$ cat src/rme_pkg.sv
// ----------------------------------------------------------------------------
// rme_pkg
// Shared types and codes of the register machine instruction executor.
// ----------------------------------------------------------------------------
package rme_pkg;

   localparam int DATA_W = 32;

   typedef logic [3:0] opcode_type;
   typedef logic [1:0] status_type;

   localparam opcode_type OP_ADD     = 4'd0;
   localparam opcode_type OP_MUL     = 4'd1;
   localparam opcode_type OP_SUB     = 4'd2;
   localparam opcode_type OP_DIV     = 4'd3;
   localparam opcode_type OP_COPY    = 4'd4;
   localparam opcode_type OP_LOADIMM = 4'd5;
   localparam opcode_type OP_JMP     = 4'd6;
   localparam opcode_type OP_JMPZERO = 4'd7;
   localparam opcode_type OP_LT      = 4'd8;
   localparam opcode_type OP_GT      = 4'd9;
   localparam opcode_type OP_EQ      = 4'd10;
   localparam opcode_type OP_PRINT   = 4'd11;
   localparam opcode_type OP_LOAD    = 4'd12;
   localparam opcode_type OP_STORE   = 4'd13;

   localparam status_type ST_OK      = 2'd0;
   localparam status_type ST_DIVZERO = 2'd1;
   localparam status_type ST_RANGE   = 2'd2;

endpackage

$ cat src/rme_regfile.sv
// ----------------------------------------------------------------------------
// rme_regfile
// Register file RAM: one write port, two read ports, registered read data.
// ----------------------------------------------------------------------------
module rme_regfile #(
   parameter int DEPTH = 15,
   localparam int AW = $clog2(DEPTH)
) (
   input  logic                       clock,
   input  logic                       wr_en,
   input  logic [AW-1:0]              wr_addr,
   input  logic [rme_pkg::DATA_W-1:0] wr_data,
   input  logic [AW-1:0]              rd0_addr,
   input  logic [AW-1:0]              rd1_addr,
   output logic [rme_pkg::DATA_W-1:0] rd0_data,
   output logic [rme_pkg::DATA_W-1:0] rd1_data
);

   logic [rme_pkg::DATA_W-1:0] mem [DEPTH];
   logic [rme_pkg::DATA_W-1:0] rd0_ff;
   logic [rme_pkg::DATA_W-1:0] rd1_ff;

   always_ff @(posedge clock) begin
      if (wr_en) begin
         mem[wr_addr] <= wr_data;
      end
      rd0_ff <= mem[rd0_addr];
      rd1_ff <= mem[rd1_addr];
   end

   assign rd0_data = rd0_ff;
   assign rd1_data = rd1_ff;

endmodule

$ cat config.mk
export PLATFORM = sky130hd
export DESIGN_NAME = rme_regfile
export DESIGN_NICKNAME = d
export VERILOG_FILES = /design/src/rme_pkg.sv /design/src/rme_regfile.sv
export SDC_FILE = /design/constraint.sdc
export NUM_CORES = 1
export LEC_CHECK = 0
export BUFFER_PORTS_ARGS = -buffer_cell sky130_fd_sc_hd__clkbuf_2
export CORE_UTILIZATION = 54
export CTS_CLUSTER_DIAMETER = 30
export DETAILED_ROUTE_END_ITERATION = 10
export HOLD_SLACK_MARGIN = 0.02
export PLACE_DENSITY = 0.71
export SETUP_SLACK_MARGIN = 0.4
export SKIP_CTS_REPAIR_TIMING = 1
export SLEW_MARGIN = 20
export SYNTH_ARGS = -nofsm -noshare
export SYNTH_HDL_FRONTEND = slang
export SYNTH_SLANG_ARGS = --single-unit
$ cat constraint.sdc
create_clock -name clock -period 8.5 [get_ports clock]
set_input_delay 1.275 -clock clock [delete_from_list [all_inputs] [get_ports clock]]
set_output_delay 1.275 -clock clock [all_outputs]
set_load 0.005 [all_outputs]
==> impl_metrics.toml <==
[die]
rows = 75
initial_utilization_pct = 54.93
die_x_um = 209.0
die_y_um = 209.0
ios = 110
core_area_um2 = 42130
dieArea_um2 = 43690

[detailed_routing]
drt_pass1_iterations = 7
vias_per_cell = 6.535
wire_per_inst_um = 28.47
vias = 13345
first_iter_violations = 1442
postRouteAntennaNets = 0
routed_wl_um = 58130
drc_errors = 0

[timing]
rsz0062_at_grt = "no"
fin_crit_ns = 3.533
finalHoldViolCount = 0
setup_viol = 0
worstMarginPinSlew_ns = 1.059
fmax_ghz = 0.2831
slew_violations = 0
fin_crit_sh_pct = 41.56
fin_hold_ws_ns = 0.5813
relSlewSlack_pct = 29.43
final.setup_skew_ns = 0.01801
setup_tns_ns = 0

[placed_design]
io_buffers = 109
place_congestion = 0.7578
dpl.hpwl_um = 27700

[pwr]
p_per_area_nw_per_um2 = 267.5
peakVddDrop_mv = 0.1543
p_leak_uw = 0.009421

[worst_setup_path]
endpoint_kind = "register"
worstPathRequired_ns = 8.97
crit_path_start_kind = "primary input"
critPathMaxFanout = 77
reg2reg_depth = 3
crit_type = "in -> reg"
arrival_ns = 4.00

[clock_network]
h-tree-depth = 3
clockRootBuffer = "clkbuf_16"
cts_tree = "built"
cts_buffer_depth = 3
numCtsBuffers = 104
path_clk_slew_ns = 0.05
clk_latency_ns = 0.64
cts.sinks = 544

[yosys]
synth_nets = 1306
synth_edf_count = 480
yosysWarnings = 0
syn-instance-count = 1260
synth_top_flop_cell = "edfxtp_1"
seq_area_frac_synth_pct = 67.82
netlist_area_um2 = 23140
synthDistinctLibCells = 26
synthArstFlopShare_pct = 0
synth_area_per_cell_um2 = 18.37
ys_ff_latch = 544

[hold_path]
min_path_type = "reg -> reg"
hold_path_depth = 2

[finish]
final_net_count = 1457
fillers = 2759
areaGrowthSynthToFinish_pct = 19.84
final_common_cell = "edfxtp_1"
mostFrequentLayoutCells = "480 x edfxtp_1, 180 x mux4_2, 105 x clkbuf_16, 105 x clkbuf_2, 76 x mux2i_1"
drive_gt1_share_pct = 35.62

[global_routing]
antenna_found_initial = 2
grt_pass1_vias = 13950
track_usage_pct = 27.24
grt_pass1_wl_um = 85410
grt_max_degree = 96
grt_overflow = 0

[run_status]
outcome = "finished clean"

[job]
drv_cap = 0
==> synthesized netlist by cell type (4+ instances only) <==
master | n | area [um2]
edfxtp_1 | 480 | 14410
mux4_2 | 180 | 4054
mux2i_1 | 76 | 760.7
a21oi_1 | 67 | 335.3
nor2_1 | 66 | 247.7
dfxtp_1 | 64 | 1281
a22oi_1 | 61 | 457.9
nand2_1 | 55 | 206.5
o211ai_1 | 52 | 390.4
clkbuf_1 | 45 | 168.9
mux2_2 | 24 | 270.3
buf_2 | 20 | 100.1
buf_4 | 12 | 90.09
o22ai_1 | 12 | 75.07
o21ai_1 | 9 | 45.04
buf_1 | 8 | 30.03
buf_6 | 7 | 78.83
nor2b_1 | 6 | 37.54
nor3_1 | 4 | 20.02
==> final cells by class <==
cell class	count	area (um2)	area share, %
Timing Repair Buffer	137	782.0	2.820
Clock buffer	131	2785	10.04
Clock inverter	66	668.1	2.409
Tap cell	539	674.4	2.432
Inverter	1	3.754	0.01353
Sequential cell	544	15700	56.59
Multi-Input combinational cell	623	7124	25.69
Antenna cell	1	2.502	0.009022
==> sequential cells by signal (all words and copies together) (netlist names) <==
signal and cells:
mem 480, rd0_data 32, rd1_data 32
==> critical path, cell delays in order <==
cell and delay [ns]:
clkbuf_8 0.74, buf_4 0.94, mux4_2 0.61, a22oi_1 0.20, o211ai_1 0.12
==> where the power goes <==
group	leakage (uW)	switching (uW)	internal, uW
registers	0.00488	37.5	3000
logic	0.00286	248	186
clock network	0.00169	1350	2600
==> cell families after synthesis <==
group | count (synthesis) | synth area share (%)
flops | 544 | 67.82
mux | 280 | 21.97
compound gates | 204 | 5.731
simple gates | 139 | 2.444
buf+inv | 93 | 2.038
==> layer usage <==
layer / vias up / part of all wire [%] / GRT usage [%]
met2: 740 / 48 / 42.70
met1: 6856 / 39 / 36.79
met4: 2 / 3.9 / 13.03
li1: 5590 / - / -
met3: 157 / 9.6 / 5.786
met5: - / 0.019 / 0
==> worst paths after layout <==
kind | start | to | slack [ns]
hold / removal | mem[14][2]$_DFFE_PP_ | rd0_data[2]$_DFF_P_ | 0.58
setup / recovery | rd0_addr[0] | rd0_data[22]$_DFF_P_ | 4.97
hold reg to reg | mem[14][2]$_DFFE_PP_ | rd0_data[2]$_DFF_P_ | 0.58
setup reg to reg | mem[7][9]$_DFFE_PP_ | rd1_data[9]$_DFF_P_ | 7.02
==> metrics by stage <==
step / power (uW) / instance area (um2) / worst slack [ns] / utilization (%) / cells
detailed placement: 3518 / 24280 / 4.290 / 57.62 / 1844
global placement: 3509 / 24280 / 4.294 / 57.62 / 1844
floorplan: 3342 / 23140 / 4.045 / - / 1260
global route: 7623 / 27740 / 4.750 / 65.83 / 2042
finish: 7418 / 27740 / 4.967 / 65.83 / 2042
CTS: 7464 / 27730 / 4.929 / 65.82 / 2041
Note: power is estimated with default switching activity, not from simulation.
