### src/rme_pkg.sv
// ----------------------------------------------------------------------------
// rme_pkg
// Shared types and codes of the register machine instruction executor.
// ----------------------------------------------------------------------------
package rme_pkg;

   localparam int DATA_W = 32;

   typedef logic [3:0] opcode_type;
   typedef logic [1:0] status_type;

   localparam opcode_type OP_ADD     = 4'd0;
   localparam opcode_type OP_MUL     = 4'd1;
   localparam opcode_type OP_SUB     = 4'd2;
   localparam opcode_type OP_DIV     = 4'd3;
   localparam opcode_type OP_COPY    = 4'd4;
   localparam opcode_type OP_LOADIMM = 4'd5;
   localparam opcode_type OP_JMP     = 4'd6;
   localparam opcode_type OP_JMPZERO = 4'd7;
   localparam opcode_type OP_LT      = 4'd8;
   localparam opcode_type OP_GT      = 4'd9;
   localparam opcode_type OP_EQ      = 4'd10;
   localparam opcode_type OP_PRINT   = 4'd11;
   localparam opcode_type OP_LOAD    = 4'd12;
   localparam opcode_type OP_STORE   = 4'd13;

   localparam status_type ST_OK      = 2'd0;
   localparam status_type ST_DIVZERO = 2'd1;
   localparam status_type ST_RANGE   = 2'd2;

endpackage

### src/rme_divider.sv
// ----------------------------------------------------------------------------
// rme_divider
// Signed truncating divider, restoring radix-2, one quotient bit per cycle.
// ----------------------------------------------------------------------------
module rme_divider (
   input  logic                       clock,
   input  logic                       reset,
   input  logic                       start,
   input  logic [rme_pkg::DATA_W-1:0] dividend,
   input  logic [rme_pkg::DATA_W-1:0] divisor,
   output logic                       done,
   output logic [rme_pkg::DATA_W-1:0] quotient
);

   localparam int W  = rme_pkg::DATA_W;
   localparam int CW = $clog2(W);

   logic          busy_ff, busy_in;
   logic          done_ff, done_in;
   logic [CW-1:0] cnt_ff, cnt_in;
   logic [W:0]    rem_ff, rem_in;
   logic [W-1:0]  quo_ff, quo_in;
   logic [W-1:0]  dvs_ff, dvs_in;
   logic          neg_ff, neg_in;

   logic [W:0]    shifted;
   logic [W+1:0]  diff;

   always_comb begin
      shifted = {rem_ff[W-1:0], quo_ff[W-1]};
      diff    = {1'b0, shifted} - {2'b00, dvs_ff};
      busy_in = busy_ff;
      done_in = 1'b0;
      cnt_in  = cnt_ff;
      rem_in  = rem_ff;
      quo_in  = quo_ff;
      dvs_in  = dvs_ff;
      neg_in  = neg_ff;
      if (start) begin
         busy_in = 1'b1;
         cnt_in  = '0;
         rem_in  = '0;
         quo_in  = dividend[W-1] ? -dividend : dividend;
         dvs_in  = divisor[W-1] ? -divisor : divisor;
         neg_in  = dividend[W-1] ^ divisor[W-1];
      end else if (busy_ff) begin
         if (diff[W+1]) begin
            rem_in = shifted;
            quo_in = {quo_ff[W-2:0], 1'b0};
         end else begin
            rem_in = diff[W:0];
            quo_in = {quo_ff[W-2:0], 1'b1};
         end
         cnt_in = cnt_ff + CW'(1);
         if (cnt_ff == CW'(W - 1)) begin
            busy_in = 1'b0;
            done_in = 1'b1;
         end
      end
   end

   always_ff @(posedge clock) begin
      if (reset) begin
         busy_ff <= 1'b0;
         done_ff <= 1'b0;
      end else begin
         busy_ff <= busy_in;
         done_ff <= done_in;
      end
      cnt_ff <= cnt_in;
      rem_ff <= rem_in;
      quo_ff <= quo_in;
      dvs_ff <= dvs_in;
      neg_ff <= neg_in;
   end

   assign done     = done_ff;
   assign quotient = neg_ff ? -quo_ff : quo_ff;

endmodule

### config.mk
export PLATFORM = sky130hd
export DESIGN_NAME = rme_divider
export DESIGN_NICKNAME = d
export VERILOG_FILES = /design/src/rme_pkg.sv /design/src/rme_divider.sv
export SDC_FILE = /design/constraint.sdc
export NUM_CORES = 1
export LEC_CHECK = 0
export BUFFER_PORTS_ARGS = -buffer_cell sky130_fd_sc_hd__buf_2
export CORE_MARGIN = 4
export CORE_UTILIZATION = 35
export CTS_BUF_LIST = sky130_fd_sc_hd__clkbuf_8
export DETAILED_ROUTE_END_ITERATION = 12
export PLACE_DENSITY_LB_ADDON = 0.1
export SETUP_SLACK_MARGIN = 0.3
export SLEW_MARGIN = 20
export SYNTH_ARGS = -nofsm -noshare
export SYNTH_HDL_FRONTEND = slang
export SYNTH_SLANG_ARGS = --single-unit
### constraint.sdc
create_clock -name clock -period 3.4 [get_ports clock]
set_clock_uncertainty 0.15 [all_clocks]
set_input_delay 0 -clock clock [delete_from_list [all_inputs] [get_ports clock]]
set_output_delay 0 -clock clock [all_outputs]
set_load 0.1 [all_outputs]
==> Flow_metrics.wiki <==
{| class="wikitable"
! Metric !! Value
|-
| Class of the most critical hold timing path || primary input to flip-flop
|-
| Vias after detailed routing || 6,950
|-
| Starting utilization of the core area || 35.8%
|-
| Clock network latency to the later pin of the worst-skew pair || 0.39 ns
|-
| I/O pin count || 100
|-
| Fraction of final layout cells with drive strength greater than 1 || 23.1%
|-
| Share of flip-flops with an asynchronous set or reset after synthesis || 0%
|-
| Wirelength per Cell || 14.6 um
|-
| Vias in the first global route || 6,576
|-
| Sum of routed wire length over all layers || 19,800 um
|-
| Violation count after the first detailed-routing iteration || 408
|-
| Synth top area share || 25.8%
|-
| Summed negative setup slack over all endpoints || 0 ns
|-
| Total setup violations reported at the end of the flow || 0
|-
| VDD IR max || 164 uV
|-
| Number of inserted diodes || 0
|-
| Max-cap check violation count || 0
|-
| Number of clock sinks || 104
|-
| RSZ-0062 raised after global routing || yes
|-
| Library cell with the highest instance count after synthesis || nand2_1
|-
| Die height || 155 um
|-
| Highest achievable clock rate || 299 MHz
|-
| Maximum buffer depth of the clock tree || 2
|-
| Transition time at the pin with the least slew margin || 0.622 ns
|-
| Share of synthesized area occupied by flip-flops and latches || 36.1%
|-
| Remaining global-route overflow || 0
|-
| Net count after synthesis || 981
|-
| Time the worst path needs with I/O delays and setup || 3.35 ns
|-
| Mapped Cells || 876
|-
| Average footprint of a synthesized cell || 8.64 um2
|-
| Max-slew headroom || 58.6%
|-
| Total placed cells including tap cells || 1,228
|-
| Fillers || 1,997
|-
| Clock transition at the registers of the reported paths || 0.12 ns
|-
| Status || finished, final reports clean
|-
| Combined flip-flop and latch cell area || 2730 um2
|-
| Multi-input combinational cell area || 4990 um2
|-
| Largest driver fanout on the critical path || 6
|-
| Root Driver || clkbuf_8
|-
| Net count of the finished layout || 1,176
|-
| Post-synth design cell area || 7570 um2
|-
| Deepest level of the CTS H-tree || 3
|-
| Leading area contributor after synthesis || edfxtp_1
|-
| Die boundary width || 155 um
|-
| Finished Layout Cells || 1,351
|-
| Arrival time worst endpoint || 3.20 ns
|-
| Flip-flop and latch count after synthesis || 104
|-
| Type of element launching the critical path || flip-flop
|-
| Drt first pass iters || 7
|-
| Number of hold-slack violations in the final timing report || 0
|-
| Count of nets left with antenna violations after detail routing || 0
|-
| Setup CP Type || flip-flop to output pin
|-
| Fin. max-slew vios || 0
|-
| Number of synthesized flops with an enable pin || 65
|-
| Number of buffers inserted during clock tree synthesis || 9
|-
| Element type at the critical path end || output pin
|-
| Die area || 24,000 um2
|-
| Final HPWL DP || 13,800 um
|-
| Pin count of the biggest net entering global routing || 96
|-
| Power per standard cell area || 418 nW/um2
|-
| DRC viols || 0
|-
| CP required || 3.25 ns
|-
| TritonCTS clock tree || built
|-
| Initial antenna violation count || 0
|-
| Site row count || 53
|-
| Leakage power of the design || 4.17 nW
|-
| Overall fraction of global-route tracks in use || 16.2%
|-
| Mean number of vias per cell || 5.14
|-
| Count of cell types in the netlist || 63
|-
| Top FF cell, synth || edfxtp_1
|-
| Placeable core region || 21,200 um2
|-
| Area grow syn2layout || 37.6%
|-
| Biggest area contributors in the synthesized netlist || edfxtp_1, dfxtp_1, xnor2_1
|-
| Most frequent cells after synthesis || nand2_1, nor2_1, xnor2_1, a21oi_1, edfxtp_1
|-
| Last weighted congestion value of the routability-driven placer || 0.841
|-
| Fraction of the cycle the final worst path needs || 98.4%
|-
| Count of yosys warnings during synthesis || 0
|-
| Count of buffers from port buffering || 99
|-
| First-pass GRT wire length || 32,400 um
|}
-- kinds of logic (layout without fill, tap and decap cells) --
group                      after synthesis  after routing  synth area share (%)
buffers and inverters                   95            295                  4.78
xor gates and xnor gates               119            119                  13.8
DFF                                    104            104                  36.1
muxes                                    4              4                 0.546
and+or+nand+nor                        267            267                  16.9
adders and majority gates               38             38                  6.38
AOI/OAI and AO/OA                      249            249                  21.5
-- repair_timing --
action	CTS	global route
setup endpoints to repair	25	51
buffers inserted	15	13
resized for setup	39	61
pin swaps	19	24
hold endpoints to repair	98	2
gates cloned	0	0
hold buffers	79	2
-- per-stage QoR --
stage / utilization, % / area, um2 / hold slack (ns) / power [mW] / worst slack, ns
after floorplan: - / 7690 / -0.0776 / 2.92 / 0.238
after global placement: 41.6 / 8790 / 0.0269 / 3.43 / 0.170
after detailed placement: 41.6 / 8790 / 0.0230 / 3.42 / 0.0611
after CTS: 47.4 / 10000 / 0.0202 / 4.30 / 0.0935
after global routing: 49.2 / 10400 / 0.0470 / 4.59 / -0.0771
final: 49.2 / 10400 / 0.0237 / 4.35 / 0.0541
-- cell type report --
cell class | count | share of cell area [%]
inverter | 53 | 1.91
clock buffer | 9 | 1.19
timing repair buffer | 226 | 18.9
tap | 275 | 3.31
clock inverter | 7 | 0.433
multi-input combinational | 677 | 48.0
sequential | 104 | 26.3
-- metal layers --
metal / vias to the layer above / share of wire (%) / GRT usage (%)
li1: 3567 / - / -
met1: 3208 / 50 / 24.0
met2: 162 / 44 / 25.2
met3: 13 / 4.7 / 1.64
met4: 0 / 1.1 / 4.16
met5: - / 0 / 0
-- worst max-delay path, cell delays in order (launching register included) --
cell      delay [ns]
edfxtp_1        0.58
or4_4           0.53
nor4_2          0.21
nand2b_1        0.21
nor4_4          0.47
nand2_4         0.11
o41ai_2         0.21
buf_4           0.16
xnor2_2         0.12
buf_12          0.20
-- power breakdown --
part           internal (mW)  switching, mW  total, mW  leakage, nW
clock network          0.266          0.471      0.737       0.0811
logic                  0.758           1.25       2.01         3.13
registers               1.48          0.119       1.60        0.957
-- cells in the final DEF (no fill, tap or decap), types with 4 or more instances in the layout --
cell type and n:
or3_4 4, nand2_1 93, or4_4 9, a21oi_1 71, o21bai_1 8, buf_12 19
o21ai_0 47, buf_2 76, dfxtp_1 38, buf_6 4, edfxtp_1 65, nor2_1 83
nor2b_1 5, clkbuf_8 9, xnor2_2 19, ha_1 34, o21ai_4 4, a32oi_1 4
o41ai_2 4, o41ai_1 10, o31ai_1 19, a21o_1 13, o31ai_4 6, xnor2_1 63
nand3_1 9, or4_1 13, a211oi_1 7, nand2b_1 6, a311oi_1 18, nor3_1 5
nand4_1 9, dlygate4sd3_1 78, buf_4 46, xor2_1 37, inv_1 51
-- worst paths after layout --
kind	startpoint	to	slack, ns	cells after the start
max	quo_ff[15]	quotient[29]	0.05	9
min	dividend[7]	quo_ff[8]	0.02	4
max reg2reg	quo_ff[31]	rem_ff[30]	0.45	13
min reg2reg	rem_ff[2]	rem_ff[2]	0.35	2
-- flip-flops by register name, summed over array words and instances, names as in the netlist --
register and cells:
quo_ff 32, done 1, dvs_ff 32, busy_ff 1, neg_ff 1, rem_ff 32
cnt_ff 5
Power figures use the tool's default switching activity.
